**config.mk**
```make
export PLATFORM = sky130hd
export DESIGN_NAME = button_event_detector_top
export DESIGN_NICKNAME = d
export VERILOG_FILES = /design/src/hdl/bed_pkg.sv /design/src/hdl/bed_core.sv /design/src/hdl/button_event_detector_top.sv
export SDC_FILE = /design/constraint.sdc
export NUM_CORES = 1
export LEC_CHECK = 0
export BUFFER_PORTS_ARGS = -buffer_cell sky130_fd_sc_hd__buf_2
export CAP_MARGIN = 20
export CORE_ASPECT_RATIO = 0.8
export CORE_UTILIZATION = 52
export CTS_BUF_LIST = sky130_fd_sc_hd__clkbuf_8
export DETAILED_ROUTE_END_ITERATION = 6
export PLACE_DENSITY = 0.83
export SLEW_MARGIN = 20
export SYNTH_ARGS = -nofsm -noshare
export SYNTH_HDL_FRONTEND = slang
export SYNTH_SLANG_ARGS = --single-unit
```
**constraint.sdc**
```tcl
create_clock -name i_clk -period 8.7 [get_ports i_clk]
set_input_delay 1.305 -clock i_clk [delete_from_list [all_inputs] [get_ports i_clk]]
set_output_delay 1.305 -clock i_clk [all_outputs]
set_load 0.01 [all_outputs]
```
**src/hdl/bed_pkg.sv**
```systemverilog
// Shared types and constants for the button event detector.
package bed_pkg;

    localparam int unsigned TimeWidth  = 32;
    localparam int unsigned DelayWidth = 16;
    localparam int unsigned ApbAddrW   = 4;
    localparam int unsigned ApbDataW   = 32;
    localparam int unsigned RegIdxW    = 2;

    // Register indexes, taken from paddr[3:2].
    localparam logic [RegIdxW-1:0] RegRepeatInitial = 2'd0;
    localparam logic [RegIdxW-1:0] RegRepeatPeriod  = 2'd1;
    localparam logic [RegIdxW-1:0] RegLongPress     = 2'd2;

    typedef struct packed {
        logic                 pin_level;
        logic [TimeWidth-1:0] now_ms;
        logic                 arm_ignore_release;
    } t_in_beat;

    typedef struct packed {
        logic press_event;
        logic release_event;
        logic long_press_event;
        logic held_now;
        logic long_held;
    } t_out_beat;

    typedef struct packed {
        logic [DelayWidth-1:0] repeat_initial_delay_ms;
        logic [DelayWidth-1:0] repeat_period_ms;
        logic [DelayWidth-1:0] long_press_delay_ms;
    } t_cfg;

endpackage

```
**src/hdl/bed_core.sv**
```systemverilog
// Button state registers and the per-sample event logic.
module bed_core (
    input  logic              i_clk,
    input  logic              i_rst_n,
    input  bed_pkg::t_cfg     i_cfg,
    input  logic              i_accept,
    input  bed_pkg::t_in_beat i_beat,
    output bed_pkg::t_out_beat o_result
);

    logic                             r_seen_sample;
    logic                             r_last_level;
    logic [bed_pkg::TimeWidth-1:0]    r_press_start_ms;
    logic [bed_pkg::TimeWidth-1:0]    r_next_repeat_ms;
    logic                             r_long_fired;
    logic                             r_ignore_release;

    logic                             n_press_start_valid;
    logic [bed_pkg::TimeWidth-1:0]    n_press_start_ms;
    logic [bed_pkg::TimeWidth-1:0]    n_next_repeat_ms;
    logic                             n_long_fired;
    logic                             n_ignore_release;

    logic                             prev_level;
    logic                             pressed;
    logic                             press_edge;
    logic                             release_edge;
    logic                             repeat_on;
    logic                             ignore_armed;
    logic [bed_pkg::TimeWidth-1:0]    initial_sum;
    logic [bed_pkg::TimeWidth-1:0]    repeat_base;
    logic [bed_pkg::TimeWidth-1:0]    period_sum;
    logic [bed_pkg::TimeWidth-1:0]    long_from_now;
    logic [bed_pkg::TimeWidth-1:0]    long_from_start;
    logic [bed_pkg::TimeWidth-1:0]    long_limit;
    logic                             repeat_ev;
    logic                             long_ev;
    logic                             release_ev;

    always_comb begin
        prev_level   = r_seen_sample ? r_last_level : i_beat.pin_level;
        pressed      = !i_beat.pin_level;
        press_edge   = pressed && prev_level;
        release_edge = i_beat.pin_level && !prev_level;
        repeat_on    = (i_cfg.repeat_initial_delay_ms != '0) && (i_cfg.repeat_period_ms != '0);

        // A release always leaves no recorded press; a press edge records the time.
        if (!pressed) begin
            n_press_start_ms = '0;
        end else if (press_edge) begin
            n_press_start_ms = i_beat.now_ms;
        end else begin
            n_press_start_ms = r_press_start_ms;
        end
        n_press_start_valid = (n_press_start_ms != '0);

        // The sums that depend on the new start time are formed from both
        // candidates in parallel, then selected by the press edge.
        initial_sum = i_beat.now_ms
                    + {{(bed_pkg::TimeWidth-bed_pkg::DelayWidth){1'b0}},
                       i_cfg.repeat_initial_delay_ms};
        period_sum  = i_beat.now_ms
                    + {{(bed_pkg::TimeWidth-bed_pkg::DelayWidth){1'b0}},
                       i_cfg.repeat_period_ms};
        repeat_base = (repeat_on && press_edge) ? initial_sum : r_next_repeat_ms;

        repeat_ev = repeat_on && n_press_start_valid && (i_beat.now_ms > repeat_base);
        n_next_repeat_ms = repeat_ev ? period_sum : repeat_base;

        long_from_now   = i_beat.now_ms
                        + {{(bed_pkg::TimeWidth-bed_pkg::DelayWidth){1'b0}},
                           i_cfg.long_press_delay_ms};
        long_from_start = r_press_start_ms
                        + {{(bed_pkg::TimeWidth-bed_pkg::DelayWidth){1'b0}},
                           i_cfg.long_press_delay_ms};
        long_limit      = press_edge ? long_from_now : long_from_start;

        long_ev = (i_cfg.long_press_delay_ms != '0) && !r_long_fired && pressed
                  && (i_beat.now_ms > long_limit);
        n_long_fired = pressed && (r_long_fired || long_ev);

        // An arm on the same sample as a release takes effect first.
        ignore_armed     = r_ignore_release || i_beat.arm_ignore_release;
        release_ev       = release_edge && !ignore_armed;
        n_ignore_release = ignore_armed && !release_edge;

        o_result.press_event      = press_edge || repeat_ev;
        o_result.release_event    = release_ev;
        o_result.long_press_event = long_ev;
        o_result.held_now         = pressed;
        o_result.long_held        = n_long_fired;
    end

    always_ff @(posedge i_clk) begin
        if (!i_rst_n) begin
            r_seen_sample    <= 1'b0;
            r_last_level     <= 1'b1;
            r_press_start_ms <= '0;
            r_next_repeat_ms <= '0;
            r_long_fired     <= 1'b0;
            r_ignore_release <= 1'b0;
        end else if (i_accept) begin
            r_seen_sample    <= 1'b1;
            r_last_level     <= i_beat.pin_level;
            r_press_start_ms <= n_press_start_ms;
            r_next_repeat_ms <= n_next_repeat_ms;
            r_long_fired     <= n_long_fired;
            r_ignore_release <= n_ignore_release;
        end
    end

    a_long_needs_press: assert property (@(posedge i_clk) disable iff (!i_rst_n)
        i_accept && o_result.long_press_event |-> o_result.held_now)
        else $error("long-press event on a released sample");

    a_press_needs_press: assert property (@(posedge i_clk) disable iff (!i_rst_n)
        i_accept && o_result.press_event |-> o_result.held_now)
        else $error("press event on a released sample");

    a_release_clears_start: assert property (@(posedge i_clk) disable iff (!i_rst_n)
        i_accept && i_beat.pin_level |=> (r_press_start_ms == '0) && !r_long_fired)
        else $error("press state survived a released sample");

    a_release_edge_consumes_arm: assert property (@(posedge i_clk) disable iff (!i_rst_n)
        i_accept && release_edge |=> !r_ignore_release)
        else $error("ignore flag left set after a release edge");

endmodule

```
**src/hdl/button_event_detector_top.sv**
```systemverilog
// Button event detector top level: register port, core and result register.
//
//   Channel   Direction  Handshake                 Payload
//   input     in         i_in_valid / o_in_ready   i_in_beat  (t_in_beat)
//   result    out        o_out_valid / i_out_ready o_out_beat (t_out_beat)
//   config    in         APB psel/penable/pready   paddr, pwdata, prdata
//
// Each sample is evaluated in the cycle it is accepted; its result is shown
// from the next cycle onwards in the result register.
// One sample per cycle is sustained while the result side takes every beat.
// A stalled result holds its register and lowers o_in_ready; the state is
// only updated for accepted beats. Reset clears the core state, the config and o_out_valid, not o_out_beat.
module button_event_detector_top (
    input  logic                              i_clk,
    input  logic                              i_rst_n,

    input  logic                              i_in_valid,
    output logic                              o_in_ready,
    input  bed_pkg::t_in_beat                 i_in_beat,

    output logic                              o_out_valid,
    input  logic                              i_out_ready,
    output bed_pkg::t_out_beat                o_out_beat,

    input  logic                              psel,
    input  logic                              penable,
    input  logic                              pwrite,
    input  logic [bed_pkg::ApbAddrW-1:0]      paddr,
    input  logic [bed_pkg::ApbDataW-1:0]      pwdata,
    output logic [bed_pkg::ApbDataW-1:0]      prdata,
    output logic                              pready
);

    bed_pkg::t_cfg             r_cfg;
    logic                      r_out_valid;
    bed_pkg::t_out_beat        r_out_beat;
    bed_pkg::t_out_beat        n_result;
    logic                      in_accept;
    logic                      cfg_write;
    logic [bed_pkg::RegIdxW-1:0] reg_idx;

    assign pready    = 1'b1;
    assign reg_idx   = paddr[bed_pkg::ApbAddrW-1:bed_pkg::ApbAddrW-bed_pkg::RegIdxW];
    assign cfg_write = psel && penable && pwrite;

    always_ff @(posedge i_clk) begin
        if (!i_rst_n) begin
            r_cfg <= '0;
        end else if (cfg_write) begin
            unique case (reg_idx)
                bed_pkg::RegRepeatInitial: begin
                    r_cfg.repeat_initial_delay_ms <= pwdata[bed_pkg::DelayWidth-1:0];
                end
                bed_pkg::RegRepeatPeriod: begin
                    r_cfg.repeat_period_ms <= pwdata[bed_pkg::DelayWidth-1:0];
                end
                bed_pkg::RegLongPress: begin
                    r_cfg.long_press_delay_ms <= pwdata[bed_pkg::DelayWidth-1:0];
                end
                default: begin
                end
            endcase
        end
    end

    always_comb begin
        unique case (reg_idx)
            bed_pkg::RegRepeatInitial: begin
                prdata = {{(bed_pkg::ApbDataW-bed_pkg::DelayWidth){1'b0}},
                          r_cfg.repeat_initial_delay_ms};
            end
            bed_pkg::RegRepeatPeriod: begin
                prdata = {{(bed_pkg::ApbDataW-bed_pkg::DelayWidth){1'b0}},
                          r_cfg.repeat_period_ms};
            end
            bed_pkg::RegLongPress: begin
                prdata = {{(bed_pkg::ApbDataW-bed_pkg::DelayWidth){1'b0}},
                          r_cfg.long_press_delay_ms};
            end
            default: begin
                prdata = '0;
            end
        endcase
    end

    // A new beat may enter whenever the result register is empty or being emptied.
    assign o_in_ready = !r_out_valid || i_out_ready;
    assign in_accept  = i_in_valid && o_in_ready;

    bed_core u_core (
        .i_clk    (i_clk),
        .i_rst_n  (i_rst_n),
        .i_cfg    (r_cfg),
        .i_accept (in_accept),
        .i_beat   (i_in_beat),
        .o_result (n_result)
    );

    always_ff @(posedge i_clk) begin
        if (!i_rst_n) begin
            r_out_valid <= 1'b0;
        end else if (o_in_ready) begin
            r_out_valid <= i_in_valid;
        end
    end

    always_ff @(posedge i_clk) begin
        if (in_accept) begin
            r_out_beat <= n_result;
        end
    end

    assign o_out_valid = r_out_valid;
    assign o_out_beat  = r_out_beat;

endmodule
```
==> metrics.cfg, run 1 <==
[timing]
fin_crit_ns=6.60
setup_viol=0
fin_skew_ns=0.0123
final_max_slew_viol_count=0
worstMarginPinSlew_ns=1.13
hold_viol_final=0
fin_crit_sh_pct=75.8
timing.setup.tns_ns=0
max_slew_margin_pct=24.6
hold_ws_ns=0.460
rsz0062_at_grt=no
fmax_mhz=152

[synth]
synthArstFlopShare_pct=0
yosys_warnings=0
synthesis.area_sq_mm=0.0109
syn_area_per_cell_sq_um=7.71
synth_edf_count=5
synth-seq-cells=122
ys.flop_type=dfxtp_1
netlist-cell-type-count=79
seq_area_frac_synth_pct=22.9
syn_inst=1412

[setup_path]
end_kind=flop
criticalPathCategory=primary input to flop
critPathMaxFanout=49
crit_path_start_kind=primary input
worst_ep_required_time_ns=8.93
worstPathArrival_ns=6.82

[clock_tree]
cts_buffer_depth=2
cts_tree=done
holdBufCountCts=0
cts_buffers=17
cts.sink_count=122
cts_resized=0
clock_latency_ns=0.47
htreeDepth=4
cts_root_buf=clkbuf_8
path_clk_slew_ns=0.07
postCtsSetupBuffers=0

[global_route]
grt_pass1_vias=10200
grt_pass1_wl_um=52600
gr-total-overflow=0
grt_use_total_pct=31.1
antenna_found_initial=0
grt_max_degree=121

[die]
coreArea_sq_mm=0.0201
die_h_um=131
initial_core_util_pct=54.0
dieArea_sq_mm=0.0215
num_rows=46
die_x_um=164
top_level_ports=117

[layout]
drive_above_1_share_pct=9.95
final-seq-area_sq_mm=0.00249
insertedDiodeCount=0
syn2layout_area_growth_pct=7.46
nFillCells=1853
nets=1637
multiInputGateArea_sq_mm=0.00786

[placed_design]
io_buffers=81
place.detailed.hpwl_um=24500
globalplace.congestion=0.975

[routing]
post_drt_wl_per_cell_um=19.4
vias_per_cell=6.28
drc=0
drt_iter0_drc=1239
ant_nets=0
wl_um=33400
drtPass1Iterations=7
num_vias=10800

[pwr]
p_sw_mw=0.445
power_frac_comb_pct=20.1
p_leak_nw=4.80
internal_power_mw=0.981
swShare_pct=31.2
power_per_cell_area_mw_per_mm2=122
ir_drop_v=0.000100
pwr-share-clk_pct=38.8
power_frac_seq_pct=41.2

[status]
status=finished, final reports clean

[flow_run]
drv_cap=0

[min_path]
hold_path_class=flop to flop

flip-flops by register name, summed over array words and instances (netlist names):
register and count:
o_out_valid 1, u_core.r_last_level 1, u_core.r_next_repeat_ms 32, u_core.r_seen_sample 1
o_out_beat 5, u_core.r_press_start_ms 32, r_cfg 48, u_core.r_long_fired 1
u_core.r_ignore_release 1
final cells by class:
| cell class | count | area share (%) |
|---|---|---|
| clock inverters | 12 | 1.13 |
| flip-flops and latches | 122 | 21.3 |
| well taps | 264 | 2.82 |
| repair buffers | 94 | 4.30 |
| inverters | 29 | 0.930 |
| clock buffers | 20 | 2.35 |
| multi-input cells | 1181 | 67.2 |
placed cells by master, fill, tap and decap left out, types with 20 or more instances in the layout:
master	instances
nand3_1	41
nor4_1	33
nand2_1	243
inv_1	31
nor2_1	76
nor2b_1	32
nor3_1	21
buf_2	81
clkbuf_8	20
ha_1	112
xnor2_1	46
a22oi_1	26
a21oi_1	84
mux2i_1	55
o21ai_0	67
dfxtp_1	117
xor2_1	29
a21o_1	24
nand4_1	25
a21boi_0	52
cells in the mapped netlist (3+ instances only):
cell type  number  share of area (%)
inv_1          27               0.93
ha_1          112                 13
mux2i_1        55                5.1
clkbuf_1       49                1.7
a211o_1         5               0.40
o21ai_1         7               0.32
a211oi_1       15                1.0
xor2_1         29                2.3
and3_1         12               0.69
xnor2_1        46                3.7
fa_1            3               0.55
o21a_1         18                1.2
a21boi_0       52                3.6
o21ai_0        67                3.1
or3_1           5               0.29
buf_2          12               0.55
o211ai_1        9               0.62
nand2b_1       10               0.57
nor3b_1         9               0.62
a22oi_1        26                1.8
buf_4          19                1.3
nand3b_1        3               0.21
nor4_1         33                1.9
a21o_1         24                1.7
a21oi_1        84                3.9
nand2_1       244                8.4
o31ai_1         5               0.34
nor2_1         76                2.6
o221ai_1        7               0.56
nand3_1        41                1.9
edfxtp_1        5                1.4
and2_1         18                1.0
o211a_1         9               0.83
nor2b_1        32                1.8
buf_1           9               0.31
a31oi_1         9               0.52
buf_6           6               0.62
a21boi_1        7               0.48
nand4_1        25                1.4
nor3_1         21               0.97
dfxtp_1       117                 22
or2_2           4               0.23
per-stage QoR:
step           cell area [sq um]  setup WS [ns]  utilization, %  instances  total power, mW
2_1_floorplan              10900           2.20               -       1427            0.792
3_3_place_gp               11300           1.86            56.1       1690            0.867
3_5_place_dp               11300           1.76            56.1       1690            0.876
4_1_cts                    11700           2.23            58.1       1722             1.42
5_1_grt                    11700           1.72            58.1       1722             1.48
6_report                   11700           2.10            58.1       1722             1.43
cell families (layout without fill, tap and decap cells):
family / Yosys count / in the layout / share of synthesized area, %
fa+ha+maj: 115 / 115 / 13.4
flops: 122 / 122 / 22.9
xor+xnor: 75 / 75 / 6.03
other cells: 2 / 17 / 0.0690
mux: 58 / 58 / 5.37
buf+inv: 124 / 155 / 5.48
compound gates: 372 / 372 / 23.1
simple gates: 544 / 544 / 23.7
layer usage:
| metal | vias to the layer above | GRT usage, % | share of wire, % |
|---|---|---|---|
| li1 | 5130 | - | - |
| met4 | 0 | 12.4 | 2.8 |
| met3 | 80 | 8.05 | 11 |
| met5 | - | 0 | 0 |
| met1 | 5067 | 42.3 | 43 |
| met2 | 545 | 46.5 | 43 |
critical path, cell delays in order:
cell and delay (ns):
buf_2 0.12, nand3b_1 0.36, buf_4 0.56, nand2_1 0.17
nand2_1 0.10, ha_1 0.27, a21o_1 0.18, a21oi_1 0.25
o21ai_1 0.16, a311oi_1 0.39, o31ai_1 0.12, a21oi_1 0.39
nor2_1 0.19, and4bb_2 0.28, xor2_1 0.14, ha_1 0.30
nand4_1 0.11, nor4_1 0.46, a31oi_1 0.21, o31ai_1 0.13
o21ai_0 0.34, o21a_1 0.28
power groups by stage:
stage / Combinational, mW / Clock [mW] / Sequential (mW)
after CTS: 0.278 / 0.551 / 0.586
after global routing: 0.313 / 0.576 / 0.588
after detailed placement: 0.277 / 0 / 0.599
final: 0.286 / 0.553 / 0.587
after floorplan: 0.197 / 0 / 0.596
after global placement: 0.269 / 0 / 0.598
final timing paths:
| check | depth (start not counted) | start | slack, ns | endpoint |
|---|---|---|---|---|
| min reg2reg | 2 | u_core.r_next_repeat_ms[24] | 0.46 | u_core.r_next_repeat_ms[24] |
| min | 2 | u_core.r_next_repeat_ms[24] | 0.46 | u_core.r_next_repeat_ms[24] |
| max reg2reg | 21 | u_core.r_seen_sample | 2.68 | o_out_beat[0] |
| max | 22 | i_in_beat[33] | 2.10 | o_out_beat[0] |
Power figures use the tool's default switching activity.
==> run 2: changes to the inputs <==
==> constraint.sdc (replaced) <==
create_clock -name i_clk -period 6.2 [get_ports i_clk]
set_input_delay 0.93 -clock i_clk [delete_from_list [all_inputs] [get_ports i_clk]]
set_output_delay 0.93 -clock i_clk [all_outputs]
set_load 0.01 [all_outputs]
==> metrics.cfg, run 2 (same netlist as run 1, synthesis figures left out) <==
[routing]
drt-met1-wl_um=14500  ; +0.58%
drtPass1Iterations=6  ; -1
wl_um=33900  ; +1.6%
drc=0  ; unchanged
wl_met2_um=14500  ; about the same
num_vias=11000  ; +1.6%
met3_length_um=3820  ; +8.8%
ant_nets=0  ; unchanged
drt_iter0_drc=1486  ; +20%
vias_per_cell=6.35  ; +1.0%
highest_layer=met4
post_drt_wl_per_cell_um=19.5  ; +0.92%

[timing]
fmax_mhz=176
final_max_slew_viol_count=0  ; unchanged
hold_viol_final=0  ; unchanged
hold_ws_ns=0.458  ; -0.00217 ns
fin_crit_ns=5.67
worstMarginPinSlew_ns=0.946  ; -0.184 ns
worst_slack_ns=0.527  ; -1.58 ns
rsz0062_at_grt=no
timing.setup.tns_ns=0  ; unchanged
fin_skew_ns=0.0173  ; +0.00501 ns
max_slew_margin_pct=36.7  ; +12 points
fin_crit_sh_pct=91.5
setup_viol=0  ; unchanged

[global_route]
antenna_found_initial=0  ; unchanged
grt_max_degree=95  ; -21%
grt_pass1_vias=10200  ; +0.24%
grt_pass1_wl_um=53600  ; +1.9%
gr-total-overflow=0  ; unchanged
grt_use_total_pct=31.6  ; +0.46 points

[setup_path]
r2r_slack_ns=0.83  ; -1.85 ns
reg2reg_depth=21  ; unchanged
worst_ep_required_time_ns=6.43  ; -2.50 ns
criticalPathCategory=primary input to flop
worstReg2RegStart=r_cfg[32]
r2r-end=u_core.r_next_repeat_ms[10]
cp-startpoint=i_in_beat[33]
end_kind=flop
critPathMaxFanout=8  ; -84%
crit_end=o_out_beat[0]
crit_path_start_kind=primary input
worstPathArrival_ns=5.90  ; -0.92 ns

[pwr]
power_frac_comb_pct=20.1  ; about the same
p_sw_mw=0.637  ; +43%
swShare_pct=31.3  ; +0.083 points
pwr-share-clk_pct=39.4  ; +0.6 points
total_power_mw=2.03  ; +43%
ir_drop_v=0.000110  ; +9.8%
internal_power_mw=1.40  ; +43%
power_per_cell_area_mw_per_mm2=172  ; +41%
p_leak_nw=4.85  ; +1.0%
power_frac_seq_pct=40.4  ; -0.8 points

[layout]
insertedDiodeCount=0  ; unchanged
largest_register_ffs=48  ; unchanged
final_util_pct=58.7  ; +0.61 points
final_cell_mix=243 x nand2_1, 117 x dfxtp_1, 112 x ha_1
design_area_sq_mm=0.0118  ; +1.0%
nets=1648  ; +0.67%
syn2layout_area_growth_pct=8.58
final_cells=1733  ; +0.64%
top_regs=r_cfg: 48 flops, u_core.r_next_repeat_ms: 32 flops, u_core.r_press_start_ms: 32 flops
drive_above_1_share_pct=10.9  ; +0.95 points
nFillCells=1808  ; -2.4%
final_common_cell=nand2_1
regMostFlops=r_cfg

[clock_tree]
htreeDepth=4  ; unchanged
clock_latency_ns=0.47  ; about the same
cts_resized=0  ; unchanged
cts_root_buf=clkbuf_8
holdBufCountCts=0  ; unchanged
cts.sink_count=122  ; unchanged
cts_tree=done
postCtsSetupBuffers=0  ; unchanged
path_clk_slew_ns=0.08  ; about the same
cts_buffer_depth=2  ; unchanged
cts_buffers=17  ; unchanged

[placed_design]
globalplace.congestion=1.00  ; +2.9%
pre_cts_ws_ns=0.221  ; -1.54 ns
io_buffers=81  ; unchanged
place.detailed.hpwl_um=25100  ; +2.3%
placed_area_sq_mm=0.0114  ; +0.86%
dp.cells=1701  ; +0.65%

[die]
coreArea_sq_mm=0.0201  ; unchanged
die_x_um=164  ; unchanged
dieArea_sq_mm=0.0215  ; unchanged
top_level_ports=117  ; unchanged
initial_core_util_pct=54.0  ; unchanged
die_h_um=131  ; unchanged
num_rows=46  ; unchanged

[status]
status=finished, final reports clean

[min_path]
hold_path_class=flop to flop
hold_depth=2  ; unchanged

[flow_run]
drv_cap=0  ; unchanged

-- run 2: how the worst min path moves through the flow --
stage	startpoint	endpoint	slack, ns
floorplan	u_core.r_next_repeat_ms[18]	u_core.r_next_repeat_ms[18]	0.43
global placement	u_core.r_next_repeat_ms[24]	u_core.r_next_repeat_ms[24]	0.44
detailed placement	u_core.r_next_repeat_ms[18]	u_core.r_next_repeat_ms[18]	0.45
CTS	u_core.r_next_repeat_ms[14]	u_core.r_next_repeat_ms[14]	0.46
global route	u_core.r_next_repeat_ms[8]	u_core.r_next_repeat_ms[8]	0.49
finish	u_core.r_next_repeat_ms[18]	u_core.r_next_repeat_ms[18]	0.46
-- run 2: layout make-up --
class	count	area, sq um	area share (%)
timing repair buffer	105	598	5.06
multi-input combinational	1181	7860	66.5
clock buffer	21	289	2.44
clock inverter	11	144	1.22
tap	264	330	2.79
inverter	29	109	0.921
sequential	122	2490	21.1
-- run 2: power groups by stage --
stage	Clock, mW	Combinational (mW)	Sequential [mW]
finish	0.802	0.410	0.823
global route	0.834	0.445	0.824
CTS	0.798	0.397	0.822
detailed placement	0	0.393	0.840
global placement	0	0.381	0.839
floorplan	0	0.276	0.836
-- run 2: critical path, cell delays in order --
cell and delay (ns):
buf_2 0.21, nand3b_1 0.29, buf_4 0.23, mux2i_1 0.24, inv_1 0.09, ha_1 0.37
a21oi_1 0.09, o22a_1 0.23, a21oi_1 0.21, a21oi_1 0.14, a21oi_1 0.27, a41o_1 0.40
inv_1 0.13, o211ai_1 0.18, o21ai_0 0.13, ha_1 0.32, nand4_1 0.15, nor2_1 0.06
nor4_1 0.16, a21oi_1 0.11, nor2_1 0.09, nor3_1 0.05, o31ai_1 0.20, o21ai_0 0.32
o21a_1 0.27
-- run 2: routing by layer --
layer / GRT usage, % / vias to the layer above
li1: - / 5140
met1: 43.8 / 5129
met2: 47.4 / 632
met3: 6.82 / 99
met4: 12.3 / 0
met5: 0 / -
